### src/rtl/http_response_header_parser_unit_defines.svh
// Assertion macros shared by the parser RTL.
// Included by the modules that carry concurrent checks; expects clk and rst_n in scope.
`ifndef HTTP_RESPONSE_HEADER_PARSER_UNIT_DEFINES_SVH
`define HTTP_RESPONSE_HEADER_PARSER_UNIT_DEFINES_SVH

// check with reset masking
`define HRHP_ASSERT(label, prop, msg) \
  label: assert property (@(posedge clk) disable iff (!rst_n) (prop)) else $error(msg);

// check that also holds while reset is applied
`define HRHP_ASSERT_ALWAYS(label, prop, msg) \
  label: assert property (@(posedge clk) (prop)) else $error(msg);

`endif

### src/rtl/hrhp_pkg.sv
// Shared types, constants and key tables for the HTTP response header parser.
// No dependencies.
package hrhp_pkg;

  localparam int LENGTH_BITS = 32;
  localparam int LINE_LIMIT  = 320;
  localparam int POS_W       = $clog2(LINE_LIMIT + 1);
  localparam int NUM_W       = LENGTH_BITS;

  localparam logic [POS_W-1:0] LINE_LIMIT_POS = POS_W'(LINE_LIMIT);
  localparam logic [POS_W-1:0] STATUS_KEY_LEN = POS_W'(4);
  localparam logic [POS_W-1:0] LENGTH_KEY_LEN = POS_W'(16);
  localparam logic [POS_W-1:0] STATUS_OFFSET  = POS_W'(9);
  localparam logic [POS_W-1:0] LENGTH_OFFSET  = POS_W'(16);

  localparam logic [15:0] OK_CODE  = 16'd200;
  localparam logic [15:0] CODE_MAX = 16'hFFFF;
  localparam logic [2:0]  END_RUN  = 3'd4;

  localparam logic [7:0] CH_LF    = 8'h0A;
  localparam logic [7:0] CH_CR    = 8'h0D;
  localparam logic [7:0] CH_TAB   = 8'h09;
  localparam logic [7:0] CH_VT    = 8'h0B;
  localparam logic [7:0] CH_FF    = 8'h0C;
  localparam logic [7:0] CH_SPACE = 8'h20;
  localparam logic [7:0] CH_ZERO  = 8'h30;
  localparam logic [7:0] CH_NINE  = 8'h39;

  // result event codes
  localparam logic [2:0] EV_NONE   = 3'd0;
  localparam logic [2:0] EV_ACCEPT = 3'd1;
  localparam logic [2:0] EV_REJECT = 3'd2;
  localparam logic [2:0] EV_LENGTH = 3'd3;
  localparam logic [2:0] EV_END    = 3'd4;

  typedef enum logic [2:0] {
    PH_SKIP   = 3'b001,
    PH_DIGITS = 3'b010,
    PH_DONE   = 3'b100
  } num_phase_t;

  typedef enum logic [2:0] {
    FIN_PARSE  = 3'b001,
    FIN_END    = 3'b010,
    FIN_REJECT = 3'b100
  } fin_state_t;

  typedef struct packed {
    logic [2:0]  event_res;
    logic [15:0] status_code;
    logic [31:0] content_len;
    logic        length_known;
  } hrhp_res_t;

  function automatic logic [7:0] status_key_char(input logic [1:0] idx);
    logic [7:0] ch;
    unique case (idx)
      2'd0:    ch = 8'h48; // H
      2'd1:    ch = 8'h54; // T
      2'd2:    ch = 8'h54; // T
      default: ch = 8'h50; // P
    endcase
    return ch;
  endfunction

  // "Content-Length: "
  function automatic logic [7:0] length_key_char(input logic [3:0] idx);
    logic [7:0] ch;
    unique case (idx)
      4'd0:    ch = 8'h43;
      4'd1:    ch = 8'h6F;
      4'd2:    ch = 8'h6E;
      4'd3:    ch = 8'h74;
      4'd4:    ch = 8'h65;
      4'd5:    ch = 8'h6E;
      4'd6:    ch = 8'h74;
      4'd7:    ch = 8'h2D;
      4'd8:    ch = 8'h4C;
      4'd9:    ch = 8'h65;
      4'd10:   ch = 8'h6E;
      4'd11:   ch = 8'h67;
      4'd12:   ch = 8'h74;
      4'd13:   ch = 8'h68;
      4'd14:   ch = 8'h3A;
      default: ch = 8'h20;
    endcase
    return ch;
  endfunction

endpackage

### src/rtl/hrhp_parse_core.sv
// Per-byte parse state and its combinational next-state update.
// Depends on hrhp_pkg and http_response_header_parser_unit_defines.svh.
`include "http_response_header_parser_unit_defines.svh"

module hrhp_parse_core
  import hrhp_pkg::*;
(
  input  logic       clk,
  input  logic       rst_n,
  input  logic       step_en,
  input  logic [7:0] data_byte,
  input  logic       new_response,
  output hrhp_res_t  res
);

  logic [POS_W-1:0]   pos_r, pos_nxt;
  logic               sok_r, sok_nxt;
  logic               lok_r, lok_nxt;
  num_phase_t         ph_r, ph_nxt;
  logic [NUM_W-1:0]   nv_r, nv_nxt;
  logic [15:0]        code_r, code_nxt;
  logic [NUM_W-1:0]   len_r, len_nxt;
  logic               seen_r, seen_nxt;
  logic [2:0]         run_r, run_nxt;
  fin_state_t         fin_r, fin_nxt;
  logic [2:0]         ev;

  logic [NUM_W-1:0]   nv_base;
  logic [NUM_W+3:0]   acc;
  logic [NUM_W-1:0]   acc_sat;
  logic [15:0]        code_sat;
  logic               is_eol;
  logic               is_digit;
  logic               is_tab_blank;
  logic               num_go;
  logic               blank;

  assign nv_base  = new_response ? '0 : nv_r;
  assign is_eol   = (data_byte == CH_LF) || (data_byte == CH_CR);
  assign is_digit = (data_byte >= CH_ZERO) && (data_byte <= CH_NINE);
  assign is_tab_blank = (data_byte == CH_TAB) || (data_byte == CH_VT) || (data_byte == CH_FF);

  // value*10 + digit; any carry past NUM_W bits means saturation
  assign acc = {nv_base, 3'b000} + {2'b00, nv_base, 1'b0}
             + (NUM_W+4)'(data_byte - CH_ZERO);
  assign acc_sat  = (acc[NUM_W+3:NUM_W] != 4'd0) ? '1 : acc[NUM_W-1:0];
  assign code_sat = (nv_base > NUM_W'(CODE_MAX)) ? CODE_MAX : nv_base[15:0];

  always_comb begin
    pos_nxt  = pos_r;
    sok_nxt  = sok_r;
    lok_nxt  = lok_r;
    ph_nxt   = ph_r;
    nv_nxt   = nv_base;
    code_nxt = code_r;
    len_nxt  = len_r;
    seen_nxt = seen_r;
    run_nxt  = run_r;
    fin_nxt  = fin_r;
    ev       = EV_NONE;
    num_go   = 1'b0;
    blank    = 1'b0;

    if (new_response) begin
      pos_nxt  = '0;
      sok_nxt  = 1'b1;
      lok_nxt  = 1'b1;
      ph_nxt   = PH_SKIP;
      code_nxt = '0;
      len_nxt  = '0;
      seen_nxt = 1'b0;
      run_nxt  = '0;
      fin_nxt  = FIN_PARSE;
    end

    if (fin_nxt == FIN_PARSE) begin
      if (is_eol) begin
        if (sok_nxt && (pos_nxt >= STATUS_KEY_LEN)) begin
          code_nxt = code_sat;
          if (code_sat == OK_CODE) begin
            ev = EV_ACCEPT;
          end else begin
            ev      = EV_REJECT;
            fin_nxt = FIN_REJECT;
          end
        end else if (lok_nxt && (pos_nxt >= LENGTH_KEY_LEN)) begin
          len_nxt  = nv_base;
          seen_nxt = 1'b1;
          ev       = EV_LENGTH;
        end
        if (fin_nxt == FIN_PARSE) begin
          if (run_nxt < END_RUN) begin
            run_nxt = 3'(run_nxt + 3'd1);
          end
          if (run_nxt >= END_RUN) begin
            fin_nxt = FIN_END;
            ev      = EV_END;
          end
        end
        pos_nxt = '0;
        sok_nxt = 1'b1;
        lok_nxt = 1'b1;
        ph_nxt  = PH_SKIP;
        nv_nxt  = '0;
      end else begin
        run_nxt = '0;
        if ((pos_nxt < STATUS_KEY_LEN) && (data_byte != status_key_char(pos_nxt[1:0]))) begin
          sok_nxt = 1'b0;
        end
        if ((pos_nxt < LENGTH_KEY_LEN) && (data_byte != length_key_char(pos_nxt[3:0]))) begin
          lok_nxt = 1'b0;
        end
        num_go = (sok_nxt && (pos_nxt >= STATUS_OFFSET))
              || (lok_nxt && !sok_nxt && (pos_nxt >= LENGTH_OFFSET));
        // a plain space only counts as a blank on the length line
        blank  = is_tab_blank || ((data_byte == CH_SPACE) && !sok_nxt);
        if (num_go) begin
          if ((ph_nxt == PH_SKIP) && !blank) begin
            ph_nxt = PH_DIGITS;
          end
          if (ph_nxt == PH_DIGITS) begin
            if (is_digit) begin
              nv_nxt = acc_sat;
            end else begin
              ph_nxt = PH_DONE;
            end
          end
        end
        if (pos_nxt < LINE_LIMIT_POS) begin
          pos_nxt = POS_W'(pos_nxt + POS_W'(1));
        end
      end
    end
  end

  always_ff @(posedge clk) begin
    if (!rst_n) begin
      pos_r  <= '0;
      sok_r  <= 1'b1;
      lok_r  <= 1'b1;
      ph_r   <= PH_SKIP;
      nv_r   <= '0;
      code_r <= '0;
      len_r  <= '0;
      seen_r <= 1'b0;
      run_r  <= '0;
      fin_r  <= FIN_PARSE;
    end else if (step_en) begin
      pos_r  <= pos_nxt;
      sok_r  <= sok_nxt;
      lok_r  <= lok_nxt;
      ph_r   <= ph_nxt;
      nv_r   <= nv_nxt;
      code_r <= code_nxt;
      len_r  <= len_nxt;
      seen_r <= seen_nxt;
      run_r  <= run_nxt;
      fin_r  <= fin_nxt;
    end
  end

  assign res.event_res    = ev;
  assign res.status_code  = code_nxt;
  assign res.content_len  = 32'(len_nxt);
  assign res.length_known = seen_nxt;

  `HRHP_ASSERT(a_run_bounded, run_r <= END_RUN, "terminator run past limit")
  `HRHP_ASSERT(a_done_quiet, (step_en && !new_response && (fin_r != FIN_PARSE)) |-> (ev == EV_NONE), "event after parse ended")
  `HRHP_ASSERT(a_seen_clear, ($past(rst_n) && $fell(seen_r)) |-> $past(step_en && new_response), "length flag dropped without new response")
  `HRHP_ASSERT(a_line_pos, pos_r <= LINE_LIMIT_POS, "line position past limit")

endmodule

### src/rtl/http_response_header_parser_unit.sv
// Top level of the HTTP response header parser: input word register, parse core, result register.
// Depends on hrhp_pkg, hrhp_parse_core and http_response_header_parser_unit_defines.svh.
//
// Usage:
//   Input channel (in_valid/in_stall): one response byte per word, with in_new_response
//   set on the first byte of a response to clear all parse state before that byte.
//   Result channel (out_valid/out_stall): exactly one result word per input word, in order:
//   out_event_res (none, status 200, status rejected, length taken, header end), the last
//   status code, the last Content-Length value and whether one was seen.
//   Each accepted word passes through the input word register and then the result register
//   before its result shows at out_*.
//   Throughput: one byte per cycle while the receiver does not stall; the whole per-byte update
//   of the parse registers is combinational logic between the input word and result registers.
//   Reset (rst_n low, synchronous) empties both registers and returns the parser to its
//   start state, the same as a word with in_new_response set.
//   When the receiver stalls, the result word holds; one more byte waits in the input
//   register and in_stall rises only once that register is also full.
`include "http_response_header_parser_unit_defines.svh"

module http_response_header_parser_unit
  import hrhp_pkg::*;
(
  input  logic        clk,
  input  logic        rst_n,
  input  logic        in_valid,
  output logic        in_stall,
  input  logic [7:0]  in_data_byte,
  input  logic        in_new_response,
  output logic        out_valid,
  input  logic        out_stall,
  output logic [2:0]  out_event_res,
  output logic [15:0] out_status_code,
  output logic [31:0] out_content_len,
  output logic        out_length_known
);

  logic       s1_valid_r, s1_valid_nxt;
  logic [7:0] s1_data_r;
  logic       s1_new_r;
  logic       out_valid_r, out_valid_nxt;
  hrhp_res_t  out_res_r;
  hrhp_res_t  core_res;
  logic       out_free;
  logic       advance;
  logic       in_take;

  assign out_free = !out_valid_r || !out_stall;
  assign advance  = s1_valid_r && out_free;
  assign in_stall = s1_valid_r && !out_free;
  assign in_take  = in_valid && !in_stall;

  hrhp_parse_core u_core (
    .clk          (clk),
    .rst_n        (rst_n),
    .step_en      (advance),
    .data_byte    (s1_data_r),
    .new_response (s1_new_r),
    .res          (core_res)
  );

  always_comb begin
    s1_valid_nxt = s1_valid_r;
    if (in_take) begin
      s1_valid_nxt = 1'b1;
    end else if (advance) begin
      s1_valid_nxt = 1'b0;
    end
    out_valid_nxt = out_valid_r;
    if (out_free) begin
      out_valid_nxt = advance;
    end
  end

  always_ff @(posedge clk) begin
    if (!rst_n) begin
      s1_valid_r  <= 1'b0;
      out_valid_r <= 1'b0;
    end else begin
      s1_valid_r  <= s1_valid_nxt;
      out_valid_r <= out_valid_nxt;
    end
  end

  always_ff @(posedge clk) begin
    if (in_take) begin
      s1_data_r <= in_data_byte;
      s1_new_r  <= in_new_response;
    end
    if (advance) begin
      out_res_r <= core_res;
    end
  end

  assign out_valid        = out_valid_r;
  assign out_event_res    = out_res_r.event_res;
  assign out_status_code  = out_res_r.status_code;
  assign out_content_len  = out_res_r.content_len;
  assign out_length_known = out_res_r.length_known;

  `HRHP_ASSERT(a_stall_full, in_stall |-> (s1_valid_r && out_valid_r), "stall with room to spare")
  `HRHP_ASSERT(a_out_source, ($past(rst_n) && $rose(out_valid_r)) |-> $past(s1_valid_r), "result without input word")
  `HRHP_ASSERT_ALWAYS(a_rst_empty, !rst_n |=> (!s1_valid_r && !out_valid_r), "registers not empty after reset")

endmodule
### config.mk
export PLATFORM = sky130hd
export DESIGN_NAME = http_response_header_parser_unit
export DESIGN_NICKNAME = d
export VERILOG_FILES = /design/src/rtl/hrhp_pkg.sv /design/src/rtl/hrhp_parse_core.sv /design/src/rtl/http_response_header_parser_unit.sv
export VERILOG_INCLUDE_DIRS = /design/src /design/src/rtl
export SDC_FILE = /design/constraint.sdc
export NUM_CORES = 1
export LEC_CHECK = 0
export BUFFER_PORTS_ARGS = -buffer_cell sky130_fd_sc_hd__buf_4
export CORE_MARGIN = 2
export CORE_UTILIZATION = 62
export CTS_CLUSTER_SIZE = 20
export DETAILED_ROUTE_END_ITERATION = 7
export PLACE_DENSITY = 0.88
export SLEW_MARGIN = 30
export SYNTH_ARGS = -nofsm -noshare
export SYNTH_HDL_FRONTEND = slang
export SYNTH_SLANG_ARGS = --single-unit
### constraint.sdc
create_clock -name clk -period 6 [get_ports clk]
set_input_delay 0.3 -clock clk [delete_from_list [all_inputs] [get_ports clk]]
set_output_delay 0.3 -clock clk [all_outputs]
set_load 0.005 [all_outputs]
; ---- Word-level counts from Yosys, hierarchy flattened
; Memories as Yosys holds them, arrays and structs flattened.
; Cells that the tools add are included.
[totals]
register_bits = 164
rom_bits = 112
input_bits = 13
out_inout_bits = 54
n_memories = 1
[op_classes]
addsub = 5
n_lt_le_gt_ge = 11
eq_ne = 15
muxes = 77
n_reduce_logical = 30
[mem_list]
columns = memory, words, width, read_ports, rd_clocked_by_memory_dff, write_ports, line
row1 = (name not given), 16, 7, 1, 0, 0, hrhp_pkg.sv:69  ; unique case (idx)
[op_table]
columns = cell, n
row1 = 2-to-1 mux 32 bit, 12
row2 = 2-to-1 mux 3 bit, 30
row3 = 2-to-1 mux 16 bit, 5
row4 = "== test 8 x 4 -> 1 bit, second input constant", 5
row5 = adder 35 x 33 -> 36 bit, 1
row6 = adder 36 bit, 1
row7 = 2-to-1 mux 9 bit, 4
row8 = "> comparator 32 x 16 -> 1 bit, second input constant", 1
row9 = 2-to-1 mux 8 bit, 4
row10 = 2-to-1 mux 1 bit, 19
row11 = "== test 16 x 8 -> 1 bit, second input constant", 1
row12 = inequality test 8 bit, 2
row13 = logical AND 1 bit, 13
row14 = case mux 5 bit (2 select lines), 1
row15 = "adder 9 x 1 -> 9 bit, second input constant", 1
row16 = "== test 3 x 1 -> 1 bit, second input constant", 3
row17 = "greater-or-equal comparator 9 x 3 -> 1 bit, second input constant", 1
row18 = "greater-or-equal comparator 9 x 4 -> 1 bit, second input constant", 1
row19 = "greater-or-equal comparator 9 x 5 -> 1 bit, second input constant", 1
row20 = "< comparator 9 x 3 -> 1 bit, second input constant", 1
row21 = "< comparator 9 x 5 -> 1 bit, second input constant", 1
row22 = "< comparator 9 bit, second input constant", 1
row23 = "subtractor 8 x 6 -> 9 bit, second input constant", 1
row24 = "== test 8 x 6 -> 1 bit, second input constant", 1
row25 = other kinds (16), 27

; ---- Depth between registers and ports, before layout
[logic_depth]
ltp_word = 25
mapped_depth = 20
depth_no_buf = 15

; ---- By module
; A second synthesis with hierarchy kept.
[unflattened]
hier_cells = 1212
area_unflattened_um2 = 10615.2
[by_module_without_submodules]
columns = module, instances, cells_per_inst, area_each_um2, seq_area_each_um2
row1 = hrhp_parse_core, 1, 1143, 8699.6, 2021.9
row2 = http_response_header_parser_unit, 1, 69, 1915.6, 1871.8

; ---- Worst setup path before layout
; Ideal clock, no wire load.
[synth_path]
path_type = register -> register
startpoint = reg s1_data_r[5]
endpoint = reg u_core.nv_r[28]
setup_time_ps = 128
arrival_time_ps = 4514
required_time_ps = 5872
path_slack_ps = 1358
path_stages_with_launch = 16
path_buffers = 1
synth_period_minus_slack_ps = 4642
path_cell_list = edfxtp_1 ha_1 or3_1 inv_1 fa_1 ha_1 a21oi_1 nand2_1 or2_2 a21oi_1 a31oi_1 a211oi_1 xnor2_1 nor3_1 buf_2 o211ai_1
[synth_between]
elab_chain_len = 19
elab_cells_between_ends = 45
cone_classes = 2 x add/sub / 2 x order compare / 9 x eq/ne / 16 x mux / 16 x reduce/logical
[synth_lines]
columns = item, line
row1 = start: declaration, http_response_header_parser_unit.sv:38  ; logic [7:0] s1_data_r;
row2 = start signal: assignment, http_response_header_parser_unit.sv:86  ; s1_data_r <= in_data_byte;
row3 = branches (longest 17 deep; another with adder 36 bit), -
row4 = 2-to-1 mux 32 bit (*), hrhp_parse_core.sv:77  ; if (is_eol) begin
row5 = 2-to-1 mux 32 bit (*), hrhp_parse_core.sv:76  ; if (fin_nxt == FIN_PARSE) begin
row6 = end signal: assignment, hrhp_parse_core.sv:153  ; nv_r <= nv_nxt;
row7 = end: declaration, hrhp_parse_core.sv:20  ; logic [NUM_W-1:0] nv_r, nv_nxt;
; Mark *: on every way between the ends. The select of a mux whose other input is x is not followed.
; A chain may end at the register's enable or synchronous reset.

; ---- Worst setup path after layout
[layout_path]
startpoint = reg s1_data_r[5]
endpoint = reg u_core.nv_r[1]
; Same word-level chain as after synthesis.

==> run_results.csv <==
group,metric,value,unit
routing,firstDrtPassIters,6,
clock_tree,cts_resized,0,
worst_setup_path,worst_setup_path_end_kind,"flip-flop",
synth,yosysWarnings,0,
power_and_ir_drop,p_comb_share,8.9,%
synth,synth_area,11000,um2
synth,async_reset_ff_share,0,%
synth,yosys.area.top_type_share,18.8,%
placement,placed_area,11600,um2
clock_tree,htreeDepth,4,
synth,synth_area_per_cell,8.19,um2
outcome,status,"finished clean",
grt,gr-total-overflow,0,
finish,stdcell_area,12200,um2
worst_setup_path,critical_path_class,"flip-flop to flip-flop",
die,io_pins,67,
routing,drc,0,
die,fp.dieH,137,um
sta,finalCritPeriodShare,86.1,%
grt,antenna_found_initial,0,
sta,slew_headroom,36.6,%
synth,yosys.area.top_type,"dfxtp_1",
worst_setup_path,reg2regPathDepth,14,
sta,rsz0062_at_grt,"no",
power_and_ir_drop,p_sw_share,27.3,%
power_and_ir_drop,p_sw,0.680,mW
grt,grt_max_degree,93,
synth,synthDistinctLibCells,75,
clock_tree,post_cts_buffers,0,
clock_tree,clkTransAtPathRegs,0.08,ns
sta,skew,0.0103,ns
sta,setup_viol,0,
synth,synth_edf_count,61,
sta,worst_slew_pin_slew,0.949,ns
worst_setup_path,cp-start-kind,"flip-flop",
routing,viasPerCell,6.42,
sta,fmax,194,MHz
finish,area.sequential,3890,um2
power_and_ir_drop,p_per_area,205,nW/um2
worst_setup_path,crit_arrival,5.45,ns
grt,grt_first_pass_wirelength,50000,um
worst_setup_path,r2r_start,"s1_data_r[5]",
die,dieWidth,137,um
clock_tree,clk_latency,0.43,ns
power_and_ir_drop,internal_power,1.81,mW
placement,hpwl,21900,um
min_path,min_path_cells,1,
sta,min_period,5.16,ns
finish,synthToLayoutAreaGrowth,10.9,%
worst_setup_path,cp_max_fo,20,
clock_tree,holdBufCountCts,0,
sta,slew_viol_final,0,
min_path,min_to,"s1_data_r[0]",
worst_setup_path,cp_cell_sequence,"ha_1, or3_1, inv_1, fa_1, ha_1, a21oi_1, nand2_1, or2_2, a21oi_1, a31oi_1, a211oi_1, xnor2_1, nor3_4, o21ai_0",
routing,antenna_left,0,
clock_tree,cts_tree,"yes",
synth,seq_area_frac_synth,35.5,%
sta,setup_tns,0,ns
synth,synth-seq-cells,164,
min_path,hold_start,"in_data_byte[0]",
grt,grt_pass1_vias,9634,
finish,multi_input_comb_area,6430,um2
clock_tree,cts_buffer_depth,2,
worst_setup_path,path_buf_inv,1,
worst_setup_path,path_depth,14,
power_and_ir_drop,leakagePower,4.67,nW
clock_tree,numCtsBuffers,17,
power_and_ir_drop,clkPwrFrac,43.3,%
worst_setup_path,r2r_slack,0.84,ns
finish,fin_nets,1454,
die,start_util,63.3,%
clock_tree,root_buffer,"clkbuf_16",
routing,drt-initial-drc-count,1355,
die,rows,48,
synth,syn_nets,1429,
placement,numPortBuffers,66,
worst_setup_path,critPathMaxStageDelay,0.69,ns
job,max_cap_violations,0,
routing,wl,30900,um
placement,place_congestion,1.06,
finish,fill_cells,1308,
grt,track_usage,34.3,%
worst_setup_path,r2r_end,"u_core.nv_r[1]",
worst_setup_path,crit_family,"simple AND/OR/NAND/NOR gates",
synth,synth_flop_cell,"dfxtp_1",
synth,synth_area_leaders,"dfxtp_1 (19%), edfxtp_1 (17%), nand2_1 (9.2%)",
worst_setup_path,critPathSlowestCell,"nor3_4",
power_and_ir_drop,sequentialPowerShare,47.8,%
die,die_area,18700,um2
worst_setup_path,worstPathRequired,6.28,ns
die,coreArea,17300,um2
min_path,hp-class,"input port to flip-flop",
sta,hold_slack,0.0351,ns
finish,drive_gt1_share,10.1,%
worst_setup_path,crit_start,"s1_data_r[5]",
routing,vias,10300,
power_and_ir_drop,max-vdd-ir-drop,0.000223,V
sta,hold_violations,0,
clock_tree,cts_sinks,164,
routing,drt-wirelength-per-cell,19.3,um
synth,synthCells,1338,
finish,n_antenna_cell,0,
## cells in the mapped netlist (11+ instances only)
master	instances
a211oi_1	26
a21boi_0	56
a21oi_1	116
a22oi_1	12
a31oi_1	11
buf_2	13
clkbuf_1	52
dfxtp_1	103
edfxtp_1	61
fa_1	31
ha_1	47
inv_1	87
nand2_1	269
nand3_1	19
nand4_1	11
nor2_1	79
nor2b_1	30
nor3_1	16
o21a_1	11
o21ai_0	66
o21ai_1	14
o31ai_1	12
xnor2_1	24
xor2_1	13
## sequential cells by signal, indices dropped and copies added (netlist names), 8 cells and up
register	cells
s1_data_r	8
u_core.len_r	32
u_core.code_r	16
u_core.nv_r	32
out_content_len	32
out_status_code	16
u_core.pos_r	9
## cells by family after synthesis
family	Yosys count	synth area share, %
AND/OR/NAND/NOR	494	20.6
buffers and inverters	165	5.99
adder cells (fa/ha/maj)	78	11.0
XOR/XNOR	38	3.11
flip-flops	164	35.5
multiplexers	6	0.571
AO/OA/AOI/OAI	393	23.2
## routing by layer
layer | vias up | track usage [%] | share of wire (%)
li1 | 4736 | - | -
met1 | 4779 | 47.6 | 40
met2 | 672 | 53.6 | 46
met3 | 99 | 6.41 | 11
met4 | 0 | 12.6 | 3.2
met5 | - | 0 | 0
## worst max-delay path by stage
stage | to | slack (ns)
2_1_floorplan | u_core.nv_r[28] | 1.36
3_3_place_gp | u_core.nv_r[21] | 0.77
3_5_place_dp | u_core.nv_r[1] | 0.93
4_1_cts | u_core.nv_r[1] | 0.91
5_1_grt | u_core.nv_r[1] | 0.53
6_report | u_core.nv_r[1] | 0.84
## power groups by stage
stage	Combinational (mW)	Clock (mW)	Sequential, mW
2_1_floorplan	0.141	0	1.21
3_3_place_gp	0.212	0	1.21
3_5_place_dp	0.215	0	1.21
4_1_cts	0.216	1.08	1.19
5_1_grt	0.241	1.12	1.19
6_report	0.222	1.08	1.19
## layout by cell type, fill, tap and decap left out, types with 7 or more instances in the layout
| master | instances |
|---|---|
| o21a_1 | 11 |
| ha_1 | 47 |
| or3_1 | 7 |
| fa_1 | 31 |
| a21o_1 | 8 |
| a22oi_1 | 12 |
| nand4_1 | 11 |
| a21oi_1 | 116 |
| nor2_1 | 78 |
| xor2_1 | 13 |
| edfxtp_1 | 61 |
| nor2b_1 | 30 |
| inv_1 | 86 |
| o211ai_1 | 10 |
| nand2_1 | 268 |
| o21ai_1 | 14 |
| o21ai_0 | 66 |
| nand2b_1 | 8 |
| nor3_1 | 15 |
| and3_1 | 7 |
| nand3_1 | 19 |
| nor4_1 | 10 |
| xnor2_1 | 24 |
| a211oi_1 | 26 |
| clkbuf_16 | 17 |
| o31ai_1 | 12 |
| a21boi_0 | 56 |
| a31oi_1 | 11 |
| dfxtp_1 | 103 |
| buf_4 | 82 |
| and2_1 | 10 |
## layout make-up
| class | instances | area share [%] |
|---|---|---|
| Timing Repair Buffer | 83 | 5.16 |
| Inverter | 88 | 2.74 |
| Sequential cell | 164 | 32.0 |
| Clock inverter | 15 | 1.30 |
| Tap cell | 225 | 2.32 |
| Multi-Input combinational cell | 1009 | 52.9 |
| Clock buffer | 17 | 3.50 |
## per-stage QoR
stage,utilization (%),total power [mW],cells,worst slack [ns]
after floorplan,-,1.35,1338,1.36
after global placement,66.7,1.42,1568,0.771
after detailed placement,66.8,1.43,1568,0.934
after CTS,70.2,2.48,1600,0.907
after global routing,70.2,2.56,1601,0.534
final,70.2,2.49,1601,0.836
## worst reg2reg max path: stages (launching register included)
cell and delay [ns]:
edfxtp_1 0.49, ha_1 0.28, or3_1 0.35, inv_1 0.39
fa_1 0.52, ha_1 0.39, a21oi_1 0.29, nand2_1 0.09
or2_2 0.28, a21oi_1 0.31, a31oi_1 0.22, a211oi_1 0.31
xnor2_1 0.17, nor3_4 0.69, o21ai_0 0.22
(Power assumes the default switching activity.)
